**src/sv/aarch64_instruction_encoder_macros.svh**
```systemverilog
// Assertion macros shared by the A64 encoder RTL.
// Used by aarch64_instruction_encoder.sv; no other dependencies.
`ifndef AARCH64_INSTRUCTION_ENCODER_MACROS_SVH
`define AARCH64_INSTRUCTION_ENCODER_MACROS_SVH

// Same-cycle implication, disabled in reset.
`define AIE_ASSERT_NOW(lbl, ante, cons, msg) \
  lbl: assert property (@(posedge clk_i) disable iff (!rst_ni) (ante) |-> (cons)) \
    else $error(msg);

// Next-cycle implication, disabled in reset.
`define AIE_ASSERT_NEXT(lbl, ante, cons, msg) \
  lbl: assert property (@(posedge clk_i) disable iff (!rst_ni) (ante) |=> (cons)) \
    else $error(msg);

`endif

```
**src/sv/aie_pkg.sv**
```systemverilog
// Shared types and opcode constants for the A64 instruction encoder.
// No dependencies.
package aie_pkg;

  localparam int unsigned AddrW = 21;
  localparam int unsigned MaxWords = 4;
  localparam logic [AddrW-1:0] CapReset = 21'd4096;

  typedef enum logic [4:0] {
    K_ADD_X    = 5'd0,
    K_ADD_W    = 5'd1,
    K_SUB_W    = 5'd2,
    K_MUL_W    = 5'd3,
    K_UDIV_W   = 5'd4,
    K_CMP_W    = 5'd5,
    K_CMP_X    = 5'd6,
    K_MOV_W    = 5'd7,
    K_MOV_X    = 5'd8,
    K_LSL_W    = 5'd9,
    K_CSET_W   = 5'd10,
    K_BLR      = 5'd11,
    K_RET      = 5'd12,
    K_MOVI_W   = 5'd13,
    K_MOVI_X   = 5'd14,
    K_LDR_W    = 5'd15,
    K_STR_W    = 5'd16,
    K_LDR_X    = 5'd17,
    K_STR_X    = 5'd18,
    K_ADDI_X   = 5'd19,
    K_SUBI_X   = 5'd20,
    K_BCOND    = 5'd21,
    K_B        = 5'd22,
    K_RESTART  = 5'd23
  } kind_e;

  typedef enum logic [1:0] {
    ST_OK      = 2'd0,
    ST_INVALID = 2'd1,
    ST_FULL    = 2'd2
  } status_e;

  // opcode templates
  localparam logic [31:0] OpAddX  = 32'h8B00_0000;
  localparam logic [31:0] OpAddW  = 32'h0B00_0000;
  localparam logic [31:0] OpSubW  = 32'h4B00_0000;
  localparam logic [31:0] OpMulW  = 32'h1B00_7C00;
  localparam logic [31:0] OpUdivW = 32'h1AC0_0800;
  localparam logic [31:0] OpCmpW  = 32'h6B00_0000;
  localparam logic [31:0] OpCmpX  = 32'hEB00_0000;
  localparam logic [31:0] OpMovW  = 32'h2A00_03E0;
  localparam logic [31:0] OpMovX  = 32'hAA00_03E0;
  localparam logic [31:0] OpUbfmW = 32'h5300_0000;
  localparam logic [31:0] OpCsinc = 32'h1A80_0400;
  localparam logic [31:0] OpBlr   = 32'hD63F_0000;
  localparam logic [31:0] OpRet   = 32'hD65F_03C0;
  localparam logic [31:0] OpMovzW = 32'h5280_0000;
  localparam logic [31:0] OpMovkW = 32'h7280_0000;
  localparam logic [31:0] OpMovzX = 32'hD280_0000;
  localparam logic [31:0] OpMovkX = 32'hF280_0000;
  localparam logic [31:0] OpLdrW  = 32'hB940_0000;
  localparam logic [31:0] OpStrW  = 32'hB900_0000;
  localparam logic [31:0] OpLdrX  = 32'hF940_0000;
  localparam logic [31:0] OpStrX  = 32'hF900_0000;
  localparam logic [31:0] OpAddiX = 32'h9100_0000;
  localparam logic [31:0] OpSubiX = 32'hD100_0000;
  localparam logic [31:0] OpBcond = 32'h5400_0000;
  localparam logic [31:0] OpB     = 32'h1400_0000;

  typedef struct packed {
    logic [4:0]  kind;
    logic [4:0]  dest_reg;
    logic [4:0]  first_reg;
    logic [4:0]  second_reg;
    logic [3:0]  cond_code;
    logic [63:0] imm_value;
    logic [31:0] byte_offset;
  } item_t;

  // Encoder result: candidate words at fixed slots, a mask of slots to emit.
  typedef struct packed {
    logic [MaxWords-1:0][31:0] words;
    logic [MaxWords-1:0]       present;
    logic                      bad;
    logic                      restart;
  } enc_t;

endpackage

```
**src/sv/aie_encode.sv**
```systemverilog
// Combinational A64 encoder: one request in, up to four candidate words out.
// Depends on aie_pkg.
module aie_encode (
  input  aie_pkg::item_t item_i,
  output aie_pkg::enc_t  enc_o
);

  logic [4:0]  d, n, m;
  logic [31:0] off;
  logic [63:0] imm;
  logic [4:0]  sh;

  assign d   = item_i.dest_reg;
  assign n   = item_i.first_reg;
  assign m   = item_i.second_reg;
  assign off = item_i.byte_offset;
  assign imm = item_i.imm_value;
  assign sh  = imm[4:0];

  always_comb begin
    enc_o         = '0;
    enc_o.present = 4'b0001;
    unique case (aie_pkg::kind_e'(item_i.kind))
      aie_pkg::K_ADD_X:  enc_o.words[0] = aie_pkg::OpAddX  | {11'd0, m, 6'd0, n, d};
      aie_pkg::K_ADD_W:  enc_o.words[0] = aie_pkg::OpAddW  | {11'd0, m, 6'd0, n, d};
      aie_pkg::K_SUB_W:  enc_o.words[0] = aie_pkg::OpSubW  | {11'd0, m, 6'd0, n, d};
      aie_pkg::K_MUL_W:  enc_o.words[0] = aie_pkg::OpMulW  | {11'd0, m, 6'd0, n, d};
      aie_pkg::K_UDIV_W: enc_o.words[0] = aie_pkg::OpUdivW | {11'd0, m, 6'd0, n, d};
      aie_pkg::K_CMP_W:  enc_o.words[0] = aie_pkg::OpCmpW  | {11'd0, m, 6'd0, n, 5'd31};
      aie_pkg::K_CMP_X:  enc_o.words[0] = aie_pkg::OpCmpX  | {11'd0, m, 6'd0, n, 5'd31};
      aie_pkg::K_MOV_W:  enc_o.words[0] = aie_pkg::OpMovW  | {11'd0, n, 11'd0, d};
      aie_pkg::K_MOV_X:  enc_o.words[0] = aie_pkg::OpMovX  | {11'd0, n, 11'd0, d};
      aie_pkg::K_LSL_W: begin
        // UBFM: immr = -sh mod 32, imms = 31 - sh
        enc_o.bad      = |imm[63:5];
        enc_o.words[0] = aie_pkg::OpUbfmW | {11'd0, 5'(~sh + 5'd1), 1'b0, ~sh, n, d};
      end
      aie_pkg::K_CSET_W: begin
        // CSINC wd, wzr, wzr, invert(cond); AL/NV have no inverse
        enc_o.bad      = (item_i.cond_code[3:1] == 3'b111);
        enc_o.words[0] = aie_pkg::OpCsinc |
                         {11'd0, 5'd31, item_i.cond_code ^ 4'd1, 2'd0, 5'd31, d};
      end
      aie_pkg::K_BLR:    enc_o.words[0] = aie_pkg::OpBlr | {22'd0, n, 5'd0};
      aie_pkg::K_RET:    enc_o.words[0] = aie_pkg::OpRet;
      aie_pkg::K_MOVI_W: begin
        enc_o.words[0]   = aie_pkg::OpMovzW | {11'd0, imm[15:0], d};
        enc_o.words[1]   = aie_pkg::OpMovkW | {10'd0, 1'b1, imm[31:16], d};
        enc_o.present[1] = |imm[31:16];
      end
      aie_pkg::K_MOVI_X: begin
        enc_o.words[0]   = aie_pkg::OpMovzX | {11'd0, imm[15:0], d};
        enc_o.words[1]   = aie_pkg::OpMovkX | {9'd0, 2'd1, imm[31:16], d};
        enc_o.words[2]   = aie_pkg::OpMovkX | {9'd0, 2'd2, imm[47:32], d};
        enc_o.words[3]   = aie_pkg::OpMovkX | {9'd0, 2'd3, imm[63:48], d};
        enc_o.present[1] = |imm[31:16];
        enc_o.present[2] = |imm[47:32];
        enc_o.present[3] = |imm[63:48];
      end
      aie_pkg::K_LDR_W, aie_pkg::K_STR_W: begin
        enc_o.bad      = off[31] | (|off[1:0]) | (|off[30:12]);
        enc_o.words[0] = ((item_i.kind == aie_pkg::K_LDR_W) ? aie_pkg::OpLdrW
                                                            : aie_pkg::OpStrW) |
                         {12'd0, off[11:2], n, d};
      end
      aie_pkg::K_LDR_X, aie_pkg::K_STR_X: begin
        enc_o.bad      = off[31] | (|off[2:0]) | (|off[30:15]);
        enc_o.words[0] = ((item_i.kind == aie_pkg::K_LDR_X) ? aie_pkg::OpLdrX
                                                            : aie_pkg::OpStrX) |
                         {10'd0, off[14:3], n, d};
      end
      aie_pkg::K_ADDI_X, aie_pkg::K_SUBI_X: begin
        enc_o.bad      = |imm[63:12];
        enc_o.words[0] = ((item_i.kind == aie_pkg::K_ADDI_X) ? aie_pkg::OpAddiX
                                                             : aie_pkg::OpSubiX) |
                         {10'd0, imm[11:0], n, d};
      end
      aie_pkg::K_BCOND:   enc_o.words[0] = aie_pkg::OpBcond | {28'd0, item_i.cond_code};
      aie_pkg::K_B:       enc_o.words[0] = aie_pkg::OpB;
      aie_pkg::K_RESTART: enc_o.restart  = 1'b1;
      default:            enc_o.bad      = 1'b1;
    endcase
  end

endmodule

```
**src/sv/aarch64_instruction_encoder.sv**
```systemverilog
// A64 encoder with a running code address: input hold register, encoder, emitter.
// Depends on aie_pkg, aie_encode and aarch64_instruction_encoder_macros.svh.
//
// Usage: requests enter on the s_axis channel (kind in tuser, operands in tdata)
// and results leave on m_axis (word and byte address in tdata, status in tuser,
// tlast on the final result of a request). Each word advances the code address
// by 4; a word that would pass capacity_bytes gives a status-full result instead
// and ends the request. Bad operands give one status-invalid result.
// A request is held in the input hold register and each result goes out through the output register.
// Throughput: one result per cycle while m_axis_tready holds. Single-word requests
// go one per cycle; an immediate move holds the input register until its last word
// is emitted (up to four), since results come out of one output register in order.
// A restart request clears the code address and gives no result.
// Reset clears the code address, sets capacity to 4096, empties both registers.
// When the receiver stalls the output register holds its result, the emitter
// waits, and s_axis_tready drops once the held request cannot finish.
// Write the capacity register (cfg_we_i/cfg_wdata_i) only while idle; unchecked.
`include "aarch64_instruction_encoder_macros.svh"

module aarch64_instruction_encoder #(
  parameter int unsigned AddrW = aie_pkg::AddrW
) (
  input  logic             clk_i,
  input  logic             rst_ni,
  input  logic             cfg_we_i,
  input  logic [AddrW-1:0] cfg_wdata_i,    // capacity_bytes
  input  logic             s_axis_tvalid,
  output logic             s_axis_tready,
  // dest_reg[4:0], first_reg[9:5], second_reg[14:10], cond_code[18:15],
  // imm_value[82:19], byte_offset[114:83], zero fill
  input  logic [119:0]     s_axis_tdata,
  input  logic [4:0]       s_axis_tuser,   // kind[4:0]
  output logic             m_axis_tvalid,
  input  logic             m_axis_tready,
  // word[31:0], word_address[32+AddrW-1:32], zero fill to whole bytes
  output logic [((32+AddrW+7)/8)*8-1:0] m_axis_tdata,
  output logic [1:0]       m_axis_tuser,   // status[1:0]
  output logic             m_axis_tlast
);

  localparam int unsigned OutW = ((32 + AddrW + 7) / 8) * 8;

  logic [AddrW-1:0] cap_q, addr_q, addr_d;
  logic             hv_q, hv_d;
  logic [1:0]       idx_q, idx_d;
  aie_pkg::item_t   item_q;
  aie_pkg::enc_t    enc;

  logic             ov_q, ov_d;
  logic [31:0]      word_q, word_d;
  logic [AddrW-1:0] oaddr_q, oaddr_d;
  logic [1:0]       st_q, st_d;
  logic             last_q, last_d;
  logic             load_out;

  logic             out_free, step, done, accept, more, room;
  logic [1:0]       nxt;
  logic             err_out, err_shape, adv;

  aie_encode u_encode (
    .item_i (item_q),
    .enc_o  (enc)
  );

  assign out_free      = !ov_q || m_axis_tready;
  assign step          = hv_q && out_free;
  assign s_axis_tready = !hv_q || (step && done);
  assign accept        = s_axis_tvalid && s_axis_tready;
  assign room          = ({1'b0, addr_q} + (AddrW+1)'(4)) <= {1'b0, cap_q};

  // next slot to emit after the current one
  always_comb begin
    nxt  = idx_q;
    more = 1'b0;
    for (int j = aie_pkg::MaxWords - 1; j >= 0; j--) begin
      if (j > int'(idx_q) && enc.present[j]) begin
        nxt  = 2'(j);
        more = 1'b1;
      end
    end
  end

  always_comb begin
    done     = 1'b0;
    addr_d   = addr_q;
    idx_d    = idx_q;
    load_out = 1'b0;
    word_d   = '0;
    oaddr_d  = addr_q;
    st_d     = aie_pkg::ST_OK;
    last_d   = 1'b1;
    if (step) begin
      priority if (enc.restart) begin
        addr_d = '0;
        done   = 1'b1;
      end else if (enc.bad) begin
        load_out = 1'b1;
        st_d     = aie_pkg::ST_INVALID;
        done     = 1'b1;
      end else if (!room) begin
        load_out = 1'b1;
        st_d     = aie_pkg::ST_FULL;
        done     = 1'b1;
      end else begin
        load_out = 1'b1;
        word_d   = enc.words[idx_q];
        last_d   = !more;
        addr_d   = addr_q + AddrW'(4);
        if (more) begin
          idx_d = nxt;
        end else begin
          done = 1'b1;
        end
      end
    end
    if (accept) begin
      idx_d = '0;
    end
  end

  always_comb begin
    hv_d = hv_q;
    if (accept) begin
      hv_d = 1'b1;
    end else if (step && done) begin
      hv_d = 1'b0;
    end
    ov_d = load_out ? 1'b1 : (ov_q && !m_axis_tready);
  end

  always_ff @(posedge clk_i or negedge rst_ni) begin
    if (!rst_ni) begin
      cap_q  <= AddrW'(aie_pkg::CapReset);
      addr_q <= '0;
      hv_q   <= 1'b0;
      idx_q  <= '0;
      ov_q   <= 1'b0;
    end else begin
      if (cfg_we_i) begin
        cap_q <= cfg_wdata_i;
      end
      addr_q <= addr_d;
      hv_q   <= hv_d;
      idx_q  <= idx_d;
      ov_q   <= ov_d;
    end
  end

  always_ff @(posedge clk_i) begin
    if (accept) begin
      item_q.kind        <= s_axis_tuser;
      item_q.dest_reg    <= s_axis_tdata[4:0];
      item_q.first_reg   <= s_axis_tdata[9:5];
      item_q.second_reg  <= s_axis_tdata[14:10];
      item_q.cond_code   <= s_axis_tdata[18:15];
      item_q.imm_value   <= s_axis_tdata[82:19];
      item_q.byte_offset <= s_axis_tdata[114:83];
    end
    if (load_out) begin
      word_q  <= word_d;
      oaddr_q <= oaddr_d;
      st_q    <= st_d;
      last_q  <= last_d;
    end
  end

  assign m_axis_tvalid = ov_q;
  assign m_axis_tdata  = {(OutW - 32 - AddrW)'(0), oaddr_q, word_q};
  assign m_axis_tuser  = st_q;
  assign m_axis_tlast  = last_q;

  assign err_out   = m_axis_tvalid && (m_axis_tuser != aie_pkg::ST_OK);
  assign err_shape = (m_axis_tdata[31:0] == 32'd0) && m_axis_tlast;
  assign adv       = step && !enc.restart && !enc.bad && room;

  `AIE_ASSERT_NOW(a_err_zero_last, err_out, err_shape, "error result needs zero word, tlast")
  `AIE_ASSERT_NOW(a_status_legal, m_axis_tvalid, m_axis_tuser <= aie_pkg::ST_FULL, "bad status")
  `AIE_ASSERT_NEXT(a_addr_step, adv, addr_q == $past(addr_q) + AddrW'(4), "address step")

endmodule

```
**config.mk**
```make
export PLATFORM = sky130hd
export DESIGN_NAME = aarch64_instruction_encoder
export DESIGN_NICKNAME = d
export VERILOG_FILES = /design/src/sv/aie_pkg.sv /design/src/sv/aie_encode.sv /design/src/sv/aarch64_instruction_encoder.sv
export VERILOG_INCLUDE_DIRS = /design/src /design/src/sv
export SDC_FILE = /design/constraint.sdc
export NUM_CORES = 1
export LEC_CHECK = 0
export BUFFER_PORTS_ARGS = -buffer_cell sky130_fd_sc_hd__buf_2
export CAP_MARGIN = 10
export CORE_ASPECT_RATIO = 0.8
export CORE_MARGIN = 1
export CORE_UTILIZATION = 45
export DETAILED_ROUTE_END_ITERATION = 6
export GPL_TIMING_DRIVEN = 0
export PLACE_DENSITY = 0.77
export SLEW_MARGIN = 20
export SYNTH_ARGS = -nofsm -noshare
export SYNTH_HDL_FRONTEND = slang
export SYNTH_SLANG_ARGS = --single-unit
```
**constraint.sdc**
```tcl
create_clock -name clk_i -period 9.5 [get_ports clk_i]
set_input_delay 0.475 -clock clk_i [delete_from_list [all_inputs] [get_ports clk_i]]
set_output_delay 0.475 -clock clk_i [all_outputs]
set_load 0.01 [all_outputs]
```
==> summary.md <==
| Metric | Value |
|---|---|
| Outcome | `finished with violations` |
| Failing checks | `hold timing` |
| Async SR Flop Fraction | `20.2%` |
| Clock Tree Root | `clkbuf_16` |
| DRC viols | `0` |
| R2R cell count | `17` |
| Met2 Wirelength | `11.7 mm` |
| Chip width | `170 um` |
| Setup WS post-layout | `3.61 ns` |
| Cells after Synth | `830` |
| Tcrit/Tclk final | `62.0%` |
| FF+latch count, synth | `218` |
| Most common library cells after synthesis | `edfxtp_1, nor2_1, nand2_1` |
| P per Cell Area | `215 mW/mm^2` |
| DRT met1 WL | `11.9 mm` |
| Placer Congestion | `0.917` |
| Worst Hold Class | `in -> async` |
| Ys flop type | `edfxtp_1` |
| Yosys warns | `0` |
| Vias per cell | `5.61` |
| Clock-pin slew on the worst setup and hold paths | `0.06 ns` |
| Layout cell share with drive strength beyond 1 | `27.0%` |
| RSZ-0062 raised after global routing | `no` |
| Number of synthesized flops with an enable pin | `174` |
| Slew headroom | `36.1%` |
| Reg-to-reg slack, setup | `4.13 ns` |
| Reg-to-Reg Start | `addr_q[4]$_DFFE_PN0P_` |
| Clock period minus worst slack | `5.89 ns` |
| DR vias | `7724` |
| H-tree depth | `1` |
| Total core area | `0.0219 sq mm` |
| Setup_tns | `0 ns` |
| Final Hold Viols | `43` |
| Full die area | `0.0232 sq mm` |
| Worst Path Max Fanout | `10` |
| Synth Area per Inst | `12.2 sq um` |
| PortBufs | `200` |
| TritonCTS clock tree | `done` |
| Setup-failing EPs final | `0` |
| Slew Viols, Final | `0` |
| Total wire length | `26.7 mm` |
| Total global routing overflow | `0` |
| Top post-synthesis cells by area | `edfxtp_1, dfrtp_1, ha_1, a21oi_1, nor2_1` |
| Critical path type | `reg -> out` |
| Area Overhead vs Synth | `21.6%` |
| CTS resizes | `0` |
| Antenna violations before repair | `1` |
| Vias in the first global route | `7234` |
| FF-to-FF End | `item_q[43]$_DFFE_PP_` |
| Crit path arrival time | `5.41 ns` |
| Die height | `136 um` |
| Fmax | `0.170 GHz` |
| Post-CTS setup buffers | `0` |
| Routed Antenna Nets | `0` |
| Tightest Pin Transition | `0.955 ns` |
| DP Worst Slack | `3.86 ns` |
| Std-Cell Rows | `48` |
| CTS Buf Count | `23` |
| Avg WL per Cell | `19.4 um` |
| Post-synth cell types | `70` |
| Tot GR Track Use | `23.0%` |
| First drt pass iteration count | `7` |
| Post-synth top area share | `51.5%` |
| Setup crit end kind | `output pin` |
| Max-Cap Viols | `0` |
| Setup crit start kind | `register` |
| Num Clock Sinks | `218` |
| Initial Utilization | `46.4%` |
| Max Buffers Root-to-Sink | `3` |
| Setup Skew | `0.0137 ns` |
| DP Cell Count | `1339` |
| Worst-Skew Late Latency | `0.51 ns` |
| Cell Count, Final, Fillers Out | `1377` |
| Nets@finish | `1236` |
| Synth Cell Area | `0.0101 sq mm` |
| Largest net degree at the start of global routing | `57` |
| CP required | `9.03 ns` |
| P_leak | `4.85 nW` |
| CTS Hold Buffers Added | `0` |
| First-pass GRT wire length | `40.2 mm` |
| Peak VDD IR | `0.151 mV` |
| Top-count cell post-synth | `edfxtp_1` |
| Hold WS | `-0.0282 ns` |
| DRT iter0 DRCs | `1098` |
| Detailed placer's ending HPWL | `19.9 mm` |
| Max Used Layer | `met4` |
| Met3 wire length | `2.65 mm` |
| Sequential share of the synthesized area | `62.3%` |
| # IOs | `212` |
| Synth area leader | `edfxtp_1` |
==> area by class of cell <==
class                   count  area [sq um]
repair buffers            205          1140
fillers                  1910          9520
multi-input cells         515          3420
plain buffers              53           256
diodes                      1          2.50
inverters                  48           183
well taps                 300           375
flip-flops and latches    218          6330
clock buffers              28           594
clock inverters             9          43.8
==> cell families after synthesis <==
kind of cell	share of synthesized area, %
simple gates	12.4
mux	2.49
xor+xnor	1.90
compound gates	13.8
flops	62.3
buf+inv	4.30
other cells	0.0369
fa+ha+maj	2.69
==> stage by stage <==
step	instance area, sq um	power [mW]	util, %
floorplan	10200	1.65	-
finish	12300	2.66	56.5
global placement	11500	1.86	52.8
global route	12300	2.77	56.5
detailed placement	11700	1.88	53.5
CTS	12300	2.66	56.4
==> cells in the final DEF, fill, tap and decap left out, types with 21 or more instances in the layout <==
master	instances
dfrtp_1	43
ha_1	21
nand2_1	60
edfxtp_1	174
clkbuf_16	23
a21oi_1	51
clkbuf_1	36
o21ai_0	35
nor4_1	24
buf_2	206
inv_1	47
nor2_1	63
nand3_1	26
==> layer usage <==
metal | vias to the layer above | GRT usage [%]
met4 | 0 | 5.01
met5 | - | 0
met3 | 33 | 5.12
met1 | 3655 | 33.9
met2 | 418 | 34.7
li1 | 3618 | -
==> sequential cells by signal, summed over array words and instances (netlist names) <==
register and cells:
m_axis_tuser 2, hv_q 1, idx_q 2, word_q 32, addr_q 19, item_q 120, m_axis_tvalid 1, oaddr_q 19
cap_q 21, m_axis_tlast 1
==> where the power goes <==
group          internal (mW)  total, mW  switching [mW]
logic                  0.235      0.600           0.365
clock network          0.440      0.787           0.347
registers               1.19       1.27          0.0751
==> critical path, stage by stage (launching register included) <==
cell,delay [ns]
dfrtp_1,0.45
nand3_1,0.21
nor4_1,0.75
and3_1,0.25
clkbuf_1,0.22
nand3_1,0.14
nor2_1,0.14
xnor2_1,0.18
ha_1,0.29
nand3_1,0.11
nor2_1,0.06
or4_4,0.52
or4_4,0.57
a21oi_2,0.26
buf_4,0.24
a21boi_0,0.14
nand2b_1,0.22
buf_2,0.15
==> worst max path at each step <==
stage                          startpoint                   end  slack (ns)
floorplan           addr_q[2]$_DFFE_PN0P_   item_q[0]$_DFFE_PP_        2.39
global placement    addr_q[2]$_DFFE_PN0P_  idx_q[0]$_DFFE_PN0P_        0.56
finish              addr_q[4]$_DFFE_PN0P_         s_axis_tready        3.61
global route        addr_q[4]$_DFFE_PN0P_         s_axis_tready        3.17
detailed placement  addr_q[2]$_DFFE_PN0P_   item_q[8]$_DFFE_PP_        3.86
CTS                 addr_q[2]$_DFFE_PN0P_         s_axis_tready        3.26
(Power assumes the default switching activity.)
